## config.mk

```make
export PLATFORM = sky130hd
export DESIGN_NAME = voxel_ray_traversal
export DESIGN_NICKNAME = d
export VERILOG_FILES = /design/src/rtl/vrt_pkg.sv /design/src/rtl/vrt_divider.sv /design/src/rtl/voxel_ray_traversal.sv
export SDC_FILE = /design/constraint.sdc
export NUM_CORES = 1
export LEC_CHECK = 0
export BUFFER_PORTS_ARGS = -buffer_cell sky130_fd_sc_hd__clkbuf_2
export CORE_ASPECT_RATIO = 0.9
export CORE_MARGIN = 3
export CORE_UTILIZATION = 45
export CTS_CLUSTER_SIZE = 25
export DETAILED_ROUTE_END_ITERATION = 8
export GPL_TIMING_DRIVEN = 0
export SLEW_MARGIN = 20
export SYNTH_ARGS = -nofsm -noshare
export SYNTH_HDL_FRONTEND = slang
export SYNTH_SLANG_ARGS = --single-unit
```

## constraint.sdc

```tcl
create_clock -name clk -period 7.1 [get_ports clk]
set_input_delay 0 -clock clk [delete_from_list [all_inputs] [get_ports clk]]
set_output_delay 0 -clock clk [all_outputs]
set_load 0.01 [all_outputs]
```

## src/rtl/vrt_pkg.sv

```systemverilog
// Types, constants and codes shared by the voxel ray traversal block.
package vrt_pkg;

  localparam int FRAC_BITS_DEF  = 8;
  localparam int COORD_BITS_DEF = 16;
  localparam int DIR_ONE_BITS   = 14;
  localparam int T_BITS         = 32;
  localparam int OUT_BITS       = 16;

  localparam logic [T_BITS-1:0] T_SAT = {T_BITS{1'b1}};

  localparam logic KIND_START  = 1'b0;
  localparam logic KIND_ANSWER = 1'b1;

  localparam logic [1:0] STATUS_QUERY = 2'd0;
  localparam logic [1:0] STATUS_HIT   = 2'd1;
  localparam logic [1:0] STATUS_MISS  = 2'd2;

  localparam logic [1:0] AXIS_X = 2'd0;
  localparam logic [1:0] AXIS_Y = 2'd1;
  localparam logic [1:0] AXIS_Z = 2'd2;

  typedef enum logic [2:0] {
    S_IDLE,
    S_DIV_START,
    S_DIV_WAIT,
    S_SELECT,
    S_ADVANCE,
    S_RESULT
  } vrt_state_t;

  typedef struct packed {
    logic               kind;
    logic signed [23:0] origin_x;
    logic signed [23:0] origin_y;
    logic signed [23:0] origin_z;
    logic signed [15:0] dir_x;
    logic signed [15:0] dir_y;
    logic signed [15:0] dir_z;
    logic [15:0]        max_distance;
    logic               is_solid;
  } vrt_req_t;

  typedef struct packed {
    logic [1:0]         status;
    logic signed [15:0] voxel_x;
    logic signed [15:0] voxel_y;
    logic signed [15:0] voxel_z;
    logic signed [15:0] adjacent_x;
    logic signed [15:0] adjacent_y;
    logic signed [15:0] adjacent_z;
  } vrt_rsp_t;

endpackage

```

## src/rtl/vrt_divider.sv

```systemverilog
// Bit-serial restoring divider: one quotient bit per cycle.
module vrt_divider import vrt_pkg::*; #(
  parameter int DIVIDEND_BITS = FRAC_BITS_DEF + DIR_ONE_BITS + 1
) (
  input  logic                     clk,
  input  logic                     rst,
  input  logic                     start,
  input  logic [DIVIDEND_BITS-1:0] dividend,
  input  logic [15:0]              divisor,
  output logic                     done,
  output logic [DIVIDEND_BITS-1:0] quotient
);

  localparam int CNT_BITS = $clog2(DIVIDEND_BITS);

  logic [15:0]                rem;
  logic [DIVIDEND_BITS-1:0]   shreg;
  logic [15:0]                dvs;
  logic [CNT_BITS-1:0]        cnt;
  logic                       busy;
  logic [16:0]                trial;
  logic                       fits;
  logic [16:0]                diff;
  logic                       last;

  // The dividend shifts out at the top while quotient bits shift in at the bottom.
  assign trial = {rem, shreg[DIVIDEND_BITS-1]};
  assign fits  = trial >= {1'b0, dvs};
  assign diff  = trial - {1'b0, dvs};
  assign last  = cnt == CNT_BITS'(DIVIDEND_BITS - 1);

  always_ff @(posedge clk) begin
    if (rst) begin
      busy <= 1'b0;
      done <= 1'b0;
      cnt  <= '0;
    end else begin
      done <= busy && last;
      if (start) begin
        busy <= 1'b1;
        cnt  <= '0;
      end else if (busy) begin
        cnt <= cnt + 1'b1;
        if (last) begin
          busy <= 1'b0;
        end
      end
    end
  end

  always_ff @(posedge clk) begin
    if (start) begin
      rem   <= '0;
      shreg <= dividend;
      dvs   <= divisor;
    end else if (busy) begin
      rem   <= fits ? diff[15:0] : trial[15:0];
      shreg <= {shreg[DIVIDEND_BITS-2:0], fits};
    end
  end

  assign quotient = shreg;

endmodule

```

## src/rtl/voxel_ray_traversal.sv

```systemverilog
// Top level of the voxel ray traversal block: control, axis state and result register.
//
// Use: the requester sends transactions on req (req_valid, req_stall, req_data).
// A start transaction (kind 0) loads a ray; the block floors the origin to a
// voxel and forms the per-axis crossing distances with a bit-serial divider,
// six divisions of FRAC_BITS+15 quotient bits each; the first query follows
// the last division through the result state and the output register.
// An answer transaction (kind 1) reports whether the last queried voxel is
// solid. A solid answer gives a hit result through the result state and the
// output register; otherwise the block picks the axis with the nearest
// crossing in the select state, then steps it and checks the distance limit
// in the advance state, and the query or miss result follows through the
// result state and the output register.
// An answer that arrives with no ray in flight is consumed and gives no result.
// Each result leaves on rsp (rsp_valid, rsp_stall, rsp_data) from an output
// register; the block takes the next request while a result is held there, and
// only waits before loading a new result while the receiver stalls the old one.
// Reset (rst, synchronous) empties the output register and drops any ray.
module voxel_ray_traversal import vrt_pkg::*; #(
  parameter int FRAC_BITS  = FRAC_BITS_DEF,
  parameter int COORD_BITS = COORD_BITS_DEF
) (
  input  logic     clk,
  input  logic     rst,
  input  logic     req_valid,
  output logic     req_stall,
  input  vrt_req_t req_data,
  output logic     rsp_valid,
  input  logic     rsp_stall,
  output vrt_rsp_t rsp_data
);

  localparam int DW = FRAC_BITS + DIR_ONE_BITS + 1;
  localparam logic [DW-1:0] DELTA_NUM = {1'b1, {(DW-1){1'b0}}};

  vrt_state_t state;
  vrt_state_t state_next;

  // Per-axis ray state.
  logic signed [COORD_BITS-1:0] cur_voxel [3];
  logic signed [COORD_BITS-1:0] prev_voxel [3];
  logic                         step_neg [3];
  logic [T_BITS-1:0]            t_delta [3];
  logic [T_BITS-1:0]            t_next [3];
  logic [15:0]                  dist_limit;
  logic                         ray_active;

  // The start transaction is held while its divisions run.
  vrt_req_t req_q;
  logic [1:0]  job_axis;
  logic        job_bnd;
  logic [1:0]  sel_ax;
  logic [1:0]  res_status;

  logic req_fire;
  logic div_start;
  logic div_done;
  logic out_load;
  logic job_last;

  logic signed [23:0] org_in [3];
  logic signed [15:0] dir_in [3];
  logic signed [23:0] org_q [3];
  logic signed [15:0] dir_q [3];
  logic [15:0]        mag_q [3];
  logic [FRAC_BITS:0] bnd_q [3];
  logic               pos_in [3];

  logic [DW-1:0]      div_dividend;
  logic [DW-1:0]      div_quot;
  logic [T_BITS-1:0]  div_result;
  logic [1:0]         min_ax;
  logic [T_BITS:0]    t_sum;
  logic [T_BITS-1:0]  t_adv;
  logic               is_miss;

  assign org_in[0] = req_data.origin_x;
  assign org_in[1] = req_data.origin_y;
  assign org_in[2] = req_data.origin_z;
  assign dir_in[0] = req_data.dir_x;
  assign dir_in[1] = req_data.dir_y;
  assign dir_in[2] = req_data.dir_z;
  assign org_q[0]  = req_q.origin_x;
  assign org_q[1]  = req_q.origin_y;
  assign org_q[2]  = req_q.origin_z;
  assign dir_q[0]  = req_q.dir_x;
  assign dir_q[1]  = req_q.dir_y;
  assign dir_q[2]  = req_q.dir_z;

  // A zero component steps negative; its crossings saturate further below.
  always_comb begin
    for (int i = 0; i < 3; i++) begin
      pos_in[i] = !dir_in[i][15] && (dir_in[i] != '0);
      mag_q[i]  = dir_q[i][15] ? 16'(-dir_q[i]) : 16'(dir_q[i]);
      if (!dir_q[i][15] && (dir_q[i] != '0)) begin
        bnd_q[i] = (FRAC_BITS+1)'(1 << FRAC_BITS) - {1'b0, org_q[i][FRAC_BITS-1:0]};
      end else begin
        bnd_q[i] = {1'b0, org_q[i][FRAC_BITS-1:0]};
      end
    end
  end

  // Job order: delta then first crossing, for x, y and z.
  assign div_dividend = job_bnd ? {bnd_q[job_axis], {DIR_ONE_BITS{1'b0}}} : DELTA_NUM;
  assign div_result   = (mag_q[job_axis] == '0) ? T_SAT : T_BITS'(div_quot);
  assign job_last     = job_bnd && (job_axis == AXIS_Z);

  vrt_divider #(
    .DIVIDEND_BITS(DW)
  ) u_div (
    .clk      (clk),
    .rst      (rst),
    .start    (div_start),
    .dividend (div_dividend),
    .divisor  (mag_q[job_axis]),
    .done     (div_done),
    .quotient (div_quot)
  );

  // Nearest crossing; ties go to z, then y.
  always_comb begin
    if (t_next[0] < t_next[1] && t_next[0] < t_next[2]) begin
      min_ax = AXIS_X;
    end else if (t_next[1] < t_next[2]) begin
      min_ax = AXIS_Y;
    end else begin
      min_ax = AXIS_Z;
    end
  end

  assign t_sum   = {1'b0, t_next[sel_ax]} + {1'b0, t_delta[sel_ax]};
  assign t_adv   = t_sum[T_BITS] ? T_SAT : t_sum[T_BITS-1:0];
  assign is_miss = t_next[sel_ax] > {{(T_BITS-16){1'b0}}, dist_limit};

  assign req_fire = req_valid && !req_stall;

  always_comb begin
    state_next = state;
    unique case (state)
      S_IDLE: begin
        if (req_fire) begin
          if (req_data.kind == KIND_START) begin
            state_next = S_DIV_START;
          end else if (ray_active) begin
            state_next = req_data.is_solid ? S_RESULT : S_SELECT;
          end
        end
      end
      S_DIV_START: state_next = S_DIV_WAIT;
      S_DIV_WAIT: begin
        if (div_done) begin
          state_next = job_last ? S_RESULT : S_DIV_START;
        end
      end
      S_SELECT:  state_next = S_ADVANCE;
      S_ADVANCE: state_next = S_RESULT;
      S_RESULT: begin
        if (out_load) begin
          state_next = S_IDLE;
        end
      end
      default: state_next = S_IDLE;
    endcase
  end

  always_comb begin
    req_stall = state != S_IDLE;
    div_start = state == S_DIV_START;
    out_load  = (state == S_RESULT) && (!rsp_valid || !rsp_stall);
  end

  always_ff @(posedge clk) begin
    if (rst) begin
      state      <= S_IDLE;
      ray_active <= 1'b0;
      rsp_valid  <= 1'b0;
    end else begin
      state <= state_next;
      if (req_fire && req_data.kind == KIND_START) begin
        ray_active <= 1'b1;
      end else if (req_fire && req_data.is_solid) begin
        ray_active <= 1'b0;
      end else if (state == S_ADVANCE && is_miss) begin
        ray_active <= 1'b0;
      end
      if (out_load) begin
        rsp_valid <= 1'b1;
      end else if (!rsp_stall) begin
        rsp_valid <= 1'b0;
      end
    end
  end

  always_ff @(posedge clk) begin
    if (req_fire && req_data.kind == KIND_START) begin
      req_q      <= req_data;
      dist_limit <= req_data.max_distance;
      job_axis   <= AXIS_X;
      job_bnd    <= 1'b0;
      for (int i = 0; i < 3; i++) begin
        cur_voxel[i]  <= COORD_BITS'(org_in[i] >>> FRAC_BITS);
        prev_voxel[i] <= COORD_BITS'(org_in[i] >>> FRAC_BITS);
        step_neg[i]   <= !pos_in[i];
      end
    end
    if (req_fire && req_data.kind == KIND_ANSWER) begin
      res_status <= STATUS_HIT;
    end
    if (state == S_DIV_WAIT && div_done) begin
      if (job_bnd) begin
        t_next[job_axis] <= div_result;
        job_axis         <= job_axis + 1'b1;
      end else begin
        t_delta[job_axis] <= div_result;
      end
      job_bnd    <= !job_bnd;
      res_status <= STATUS_QUERY;
    end
    if (state == S_SELECT) begin
      sel_ax <= min_ax;
    end
    if (state == S_ADVANCE) begin
      for (int i = 0; i < 3; i++) begin
        prev_voxel[i] <= cur_voxel[i];
      end
      cur_voxel[sel_ax] <= step_neg[sel_ax] ? cur_voxel[sel_ax] - 1'b1
                                            : cur_voxel[sel_ax] + 1'b1;
      t_next[sel_ax]    <= t_adv;
      res_status        <= is_miss ? STATUS_MISS : STATUS_QUERY;
    end
  end

  // Output register; a miss carries zero coordinates.
  always_ff @(posedge clk) begin
    if (out_load) begin
      rsp_data.status <= res_status;
      if (res_status == STATUS_MISS) begin
        rsp_data.voxel_x    <= '0;
        rsp_data.voxel_y    <= '0;
        rsp_data.voxel_z    <= '0;
        rsp_data.adjacent_x <= '0;
        rsp_data.adjacent_y <= '0;
        rsp_data.adjacent_z <= '0;
      end else begin
        rsp_data.voxel_x    <= OUT_BITS'(cur_voxel[0]);
        rsp_data.voxel_y    <= OUT_BITS'(cur_voxel[1]);
        rsp_data.voxel_z    <= OUT_BITS'(cur_voxel[2]);
        rsp_data.adjacent_x <= OUT_BITS'(prev_voxel[0]);
        rsp_data.adjacent_y <= OUT_BITS'(prev_voxel[1]);
        rsp_data.adjacent_z <= OUT_BITS'(prev_voxel[2]);
      end
    end
  end

endmodule

```

# After elaboration in Yosys (flattened, before gate mapping)
# Memories as Yosys holds them, arrays and structs flattened. A register that Yosys moved wholly into a read port is not among the register bits.
# Cells that the tools add are included.
# op_classes
add_sub_neg,12
magnitude_cmp,6
eq_ne,13
n_mux,72
bitwise,5
reduce_logical,47
# ops
operator,count
two-way mux 16 bit,11
< comparator 32 bit,3
two-way mux 32 bit,3
nonzero test 16 bit,6
two-way mux 23 bit,3
negator 16 bit,3
two-way mux 9 bit,5
two-way mux 2 bit,18
adder 32 x 32 -> 33 bit,1
binary-select mux 16 bit (select 2 bit),1
> comparator 32 x 16 -> 1 bit,1
OR reduction 32 bit,1
"subtractor 9 x 8 -> 9 bit, first input constant",3
two-way mux 1 bit,22
two-way mux 3 bit,7
binary-select mux 9 bit (select 2 bit),1
one-hot mux 3 bit (6 select lines),1
greater-or-equal comparator 17 x 16 -> 1 bit,1
"adder 16 x 1 -> 16 bit, second input constant",1
logical AND 1 bit,16
logical NOT 16 bit,1
OR reduction 16 bit,1
"subtractor 16 x 1 -> 16 bit, second input constant",1
subtractor 16 bit,1
21 further kinds,43
# totals
regBits,212
mem_bits_rw,291
in_bits,142
out_inout_bits,100
elab_cells,184
mem_count,5
# mem_list
memory,words,width,read_ports,rd_ports_with_merged_regs,write_ports,line,source
t_delta,3,32,1,1,1,voxel_ray_traversal.sv:43,logic [T_BITS-1:0] t_delta [3];
t_next,3,32,4,1,1,voxel_ray_traversal.sv:44,logic [T_BITS-1:0] t_next [3];
cur_voxel,3,16,4,1,3,voxel_ray_traversal.sv:40,logic signed [COORD_BITS-1:0] cur_voxel [3];
prev_voxel,3,16,3,3,3,voxel_ray_traversal.sv:41,logic signed [COORD_BITS-1:0] prev_voxel [3];
step_neg,3,1,1,1,3,voxel_ray_traversal.sv:42,logic step_neg [3];

# Longest topological paths before layout
# Gate-level depths: netlist (run 1).
# depth
depth_word,8
depth_mapped,19
ltp_nobuf,14

# By module
# From an unflattened synthesis (run 1), not the netlist that was laid out.
# unflattened
hier_cells,2475
hier_area_um2,30087.6
# modules_own_cells
module,n_inst,cells_per_inst,area_per_inst_um2,seq_area_each_um2
voxel_ray_traversal,1,2167,26783.2,15374.7
vrt_divider,1,308,3304.4,1631.6

# Worst setup path before layout (run 1)
# OpenSTA, ideal clock, no wires.
# synth_path
kind,register to register
startpoint,register state[2]
endpoint,"register, netlist name rsp_data[0]"
setup_ps,556
arrival_time_ps,4783
slack_ps,1761
path_stages_with_launch,4
n_path_buf,1
period_less_slack_ps,5339
cell_sequence,dfxtp_1 > clkbuf_1 > nand2b_1 > nor2_1
# synth_via
elab_chain_len,2
# synth_lines
item,line,source
start: declaration,voxel_ray_traversal.sv:36,vrt_state_t state;
start signal: assignment,voxel_ray_traversal.sv:178,state <= state_next;
equality test 3 bit,voxel_ray_traversal.sv:169,out_load = (state == S_RESULT) && (!rsp_valid || !rsp_stall);
logical AND 1 bit,voxel_ray_traversal.sv:169,
net out_load,voxel_ray_traversal.sv:58,logic out_load;
# The timed path passes the listed nets, and every way through them passes these cells.
# A chain may end at the register's enable or synchronous reset.

==> results of run 1 <==
==> timing repair <==
action / 4_1_cts / 5_1_grt
hold endpoints to repair: 197 / 0
buffers inserted: 0 / 0
resized for setup: 4 / 6
hold buffers: 143 / 0
endpoints found under the setup margin: 124 / 120
==> worst max-delay path, stage by stage (launching register included) <==
cell      delay [ps]
dfxtp_1          300
buf_2            390
clkbuf_4         420
buf_2            450
buf_2            500
buf_2            430
mux2i_1          230
o21ai_0          210
ha_1             450
a21oi_1           90
o21ai_0          440
a31oi_1          170
a21oi_1          290
o31ai_1          190
o21ai_1          440
a211oi_1         230
o21ai_2          340
clkbuf_1         490
o22a_1           450
==> metal layers <==
layer	up-vias	share of wire (%)	GRT usage [%]	routed length, um
li1	10200	-	-	-
met1	10600	44	33.0	36600
met2	806	45	36.5	37000
met3	140	8.1	4.58	6670
met4	4	2.9	7.07	2440
met5	-	0.033	0	27
==> cells in the mapped netlist, types with 36 or more instances <==
cell type,number,area (um^2)
xnor2_1,63,552
ha_1,182,2280
a21o_1,50,375
nor3_1,36,180
mux2i_1,54,541
o21ai_0,111,556
nor2_1,117,439
clkbuf_1,71,267
inv_1,153,574
edfxtp_1,545,16400
and2_1,124,776
mux4_2,48,1080
nand2_1,325,1220
a21oi_1,112,561
==> final timing paths <==
path                                                    to  depth (start not counted)
worst max-delay path                t_next[0][2]$_DFFE_PP_                         18
worst min-delay path               dist_limit[6]$_DFFE_PP_                          2
worst max register to register      t_next[0][2]$_DFFE_PP_                         18
worst min register to register  rsp_data[11]$_SDFFCE_PN0P_                          1
==> flip-flops by register name, indices dropped and copies added (netlist names), 2 cells and up, named ones only <==
register,count
dist_limit,16
prev_voxel,48
state,3
org_q,24
rsp_data,98
step_neg,3
t_next,128
cur_voxel,64
u_div.dvs,16
res_status,2
sel_ax,2
t_delta,72
u_div.quotient,23
u_div.cnt,5
job_axis,2
u_div.rem,16
dir_q,48
==> where the power goes <==
part	total (mW)	internal, mW	switching (mW)
registers	4.29	4.12	0.173
clock network	3.48	2.07	1.41
logic	1.91	0.783	1.13
total	9.68	6.97	2.72
==> cell type report <==
type                       count  area [um^2]  share of cell area (%)
tap                          864         1080                    2.97
inverter                     153          579                    1.59
timing repair buffer         394         2890                    7.94
buffer                        93          404                    1.11
sequential                   577        17000                    46.8
multi-input combinational   1681        12200                    33.5
clock buffer                  69         1560                    4.28
clock inverter                45          652                    1.79
==> kinds of logic (layout without fill, tap and decap cells) <==
| logic type | after synthesis | count (layout) | share of synthesized area [%] |
|---|---|---|---|
| AOI/OAI and AO/OA | 467 | 467 | 10.3 |
| xor gates and xnor gates | 95 | 95 | 2.77 |
| adders and majority gates | 185 | 185 | 7.77 |
| buffers and inverters | 246 | 754 | 3.19 |
| DFF | 577 | 577 | 56.5 |
| muxes | 122 | 122 | 6.14 |
| and+or+nand+nor | 812 | 812 | 13.3 |
==> out/metrics.csv, run 1 <==
metric,value,unit
power.leakage,14.3,nW
antenna_found_initial,2,
ant_nets,0,
power.total,9.68,mW
grt_pass1_vias,21300,
ys.flop_type,edfxtp_1,
layout_common_cells,"edfxtp_1, nand2_1, clkbuf_2",
routabilityCongestion,0.927,
drtPass1Iterations,6,
area_growth,20.9,%
viasPerCell,5.61,
finalClockSkew,52.6,ps
start_kind,register,
powerDensity,266,nW/um^2
initial_core_util,45.6,%
ys_seq_area_share,56.5,%
status,"finished, final reports clean",
die_h,251,um
fin_util,55.2,%
timing.hold.ws,60.6,ps
cts_sinks,577,
tns,0,ps
setup_viol,0,
reg2reg_setup_slack,290,ps
cts_buffers,61,
finalCriticalPeriod,6810,ps
drt-initial-drc-count,1797,
hold_viol,0,
final_common_cell,edfxtp_1,
finalMaxSlewViolations,0,
clk_path_buf_depth,3,
routed_wl,82.7,mm
ys_types,81,
antenna_cells,0,
grt_usage,23.3,%
ys_async_sr_fraction,0,%
numPortBuffers,241,
max_cap_viol_count,0,
fin_area,36400,um^2
fmax,147,MHz
core,65900,um^2
ir_worst_vdd,0.215,mV
io_pins,242,
fp.dieArea,70000,um^2
cts_max_level,2,
insertion_delay,670,ps
cp.arrival,7240,ps
grt_pass1_wl,125,mm
crit_fanout,10,
vias,21700,
synth_warnings,0,
cts_tree,done,
syn_nets,2831,
slew_headroom,33.7,%
postSynthCellCount,2504,
rows,89,
avgSynthCellArea,12.0,um^2
clkTransAtPathRegs,60,ps
hold_path.startpoint,req_data[7],
fp.dieW,279,um
ys_ff_latch,577,
hold_class,primary input to register,
grt_max_degree,76,
path_class,register to register,
placed_cell_area,32700,um^2
drc_errors,0,
nFillCells,5512,
gr-total-overflow,0,
cts-root-buf,clkbuf_16,
final_cell_count_no_fill,3876,
hpwl,61.5,mm
fin_crit_sh,95.9,%
worst_slew_pin_slew,995,ps
place_inst,3619,
synth_edf_count,545,
worstPathRequired,7530,ps
wl_per_cell,21.3,um
rsz0062_at_grt,no,
layout_setup_ws,293,ps
syn_area,30100,um^2
layout.nets,3288,
drive_gt1_share,16.8,%
place_ws,-329,ps
end_kind,register,
(Power assumes the default switching activity.)
==> run 2, diff against run 1 <==
Settings changed: SYNTH_HIERARCHICAL from default to 1.
==> run 2 against run 1 <==
Against the previous run: first-iteration DRC count decreased by 3.6%; worst setup slack improved by 230 ps; sequential power increased by 14%; flip-flop and latch count unchanged; register-to-register slack improved by 230 ps; die area about the same; non-clock buffer count increased by 2; clock power decreased by 6.9%; area after synthesis about the same; critical path type unchanged; critical endpoint is now t_next[0][4]$_DFFE_PP_.
==> out/metrics.csv, run 2 <==
metric,value,unit
synth_area_leaders,"edfxtp_1, ha_1, nand2_1",
end_kind,register,
area_growth,21.0,%
worstPathRequired,7550,ps
insertion_delay,660,ps
drive_gt1_share,16.8,%
hold_viol,0,
ir_worst_vdd,0.209,mV
clk_path_buf_depth,3,
largest_register_ff_count,128,
finalClockSkew,49.9,ps
pwr-share-seq,40.6,%
core,65900,um^2
ys_ff_latch,577,
drt-initial-drc-count,1732,
ys_async_sr_fraction,0,%
synth-xor-area-share,3.06,%
final_common_cell,edfxtp_1,
grt_pass1_vias,21600,
crit_fanout,10,
start_kind,register,
fp.dieW,279,um
layout_common_cells,"edfxtp_1, nand2_1, clkbuf_2",
layout.nets,3281,
routabilityCongestion,0.924,
top_register,t_next,
synth_compound_area_share,10.1,%
die_h,251,um
synthSimpleGateAreaFrac,12.9,%
hold_class,primary input to register,
timing.hold.ws,53.3,ps
muxShareOfSynthArea,6.68,%
grt_pass1_wl,129,mm
synth_top_family_by_area,simple AND/OR/NAND/NOR gates,
viasPerCell,5.60,
syn_area,30100,um^2
ys_seq_area_share,56.5,%
avgSynthCellArea,12.2,um^2
synth_common_cells,"edfxtp_1, nand2_1, ha_1",
comb_power_share,32.3,%
pwr-share-clk,27.1,%
cts_max_level,2,
switching_share,33.7,%
yosysMostFrequentCell,edfxtp_1,
powerDensity,329,nW/um^2
cts_buffers,61,
io_pins,242,
max_cap_viol_count,0,
ys_types,90,
cp.arrival,7020,ps
synth_top_area_share,54.4,%
numPortBuffers,241,
intPower,7.94,mW
initial_core_util,45.6,%
antenna_found_initial,0,
synth_edf_count,545,
path_class,register to register,
drtPass1Iterations,6,
fin_crit_sh,92.6,%
cts-root-buf,clkbuf_16,
ant_nets,0,
fp.dieArea,70000,um^2
drc_errors,0,
cts_setup_buffers,0,
gr-total-overflow,0,
yosysTopAreaCell,edfxtp_1,
p_sw,4.03,mW
worst_slew_pin_slew,1110,ps
hpwl,62.9,mm
finalMaxSlewViolations,0,
rsz0062_at_grt,no,
cts_sinks,577,
grt_max_degree,57,
vias,21700,
setup_viol,0,
synth_warnings,6,
wl_per_cell,22.0,um
synthAdderAreaFrac,7.77,%
slew_headroom,26.3,%
fmax,152,MHz
status,"finished, final reports clean",
routed_wl,85.1,mm
grt_usage,24.1,%
cts_tree,done,
postSynthCellCount,2475,
finalCriticalPeriod,6570,ps
ys.flop_type,edfxtp_1,
rows,89,
tns,0,ps
clkTransAtPathRegs,60,ps
top_regs,"t_next (128), rsp_data (98), t_delta (72)",
power.leakage,14.2,nW
## run 2: per-layer routing
layer	vias up	track usage (%)	routed length (um)
met3	124	3.09	4950
met1	10600	33.6	38000
met2	726	40.0	40000
met5	-	0	0
li1	10200	-	-
met4	0	6.42	2080
## run 2: worst paths after layout
kind / startpoint / end / slack, ps / cells after the start
max reg2reg: register / t_next[0][4]$_DFFE_PP_ / 530 / 16
min reg2reg: u_div/rem[15]$_SDFFE_PP0P_ / u_div/rem[15]$_SDFFE_PP0P_ / 460 / 2
max: register / t_next[0][4]$_DFFE_PP_ / 530 / 16
min: req_data[70] / org_q[5]$_DFFE_PP_ / 50 / 2
## run 2: cells by family after synthesis
| kind of cell | Yosys count |
|---|---|
| AND/OR/NAND/NOR | 785 |
| flip-flops | 577 |
| AO/OA/AOI/OAI | 458 |
| buffers and inverters | 229 |
| adder cells (fa/ha/maj) | 185 |
| multiplexers | 135 |
| XOR/XNOR | 105 |
| other | 1 |
## run 2: layout make-up
| type | count | area [um^2] |
|---|---|---|
| inverter | 143 | 539 |
| sequential | 577 | 17000 |
| clock inverter | 36 | 449 |
| antenna | 2 | 5.00 |
| fill | 5552 | 29500 |
| multi-input combinational | 1682 | 12300 |
| tap | 864 | 1080 |
| timing repair buffer | 404 | 3060 |
| buffer | 85 | 383 |
| clock buffer | 76 | 1580 |
## run 2: power by group through the flow
stage / Sequential [mW] / Clock (mW) / Combinational (mW)
final: 4.87 / 3.24 / 3.87
after global routing: 4.91 / 3.45 / 4.25
after CTS: 4.87 / 3.31 / 3.85
after detailed placement: 4.94 / 0 / 3.75
after global placement: 4.96 / 0 / 3.62
after floorplan: 4.81 / 0 / 2.66
## run 2: through the flow
step | power [mW] | cells | cell area, um^2 | setup slack (ps) | utilization, %
global placement | 8.58 | 3593 | 32400 | -1190 | 49.2
floorplan | 7.47 | 2488 | 30100 | 1020 | -
detailed placement | 8.69 | 3611 | 32900 | -1020 | 49.9
global route | 12.6 | 3867 | 36400 | 158 | 55.2
finish | 12.0 | 3869 | 36400 | 527 | 55.2
CTS | 12.0 | 3867 | 36400 | 65.3 | 55.2
## run 2: timing repair
action	in CTS	in global routing
hold buffers	145	0
setup endpoints to repair	128	120
hold endpoints to repair	213	0
gates resized for setup	4	7
## run 2: worst max-delay path, stage by stage (launching register included)
cell             delay [ps]
dfxtp_1                 310
clkbuf_1                570
clkdlybuf4s15_2         620
clkbuf_1                740
mux4_2                  480
ha_1                    300
clkbuf_1                260
a21oi_1                 160
o2bb2ai_1               170
a2111oi_1               710
nor2_1                  160
o211a_1                 310
o21a_1                  210
o21ai_0                 220
o31a_1                  310
clkbuf_1                480
o22a_1                  320
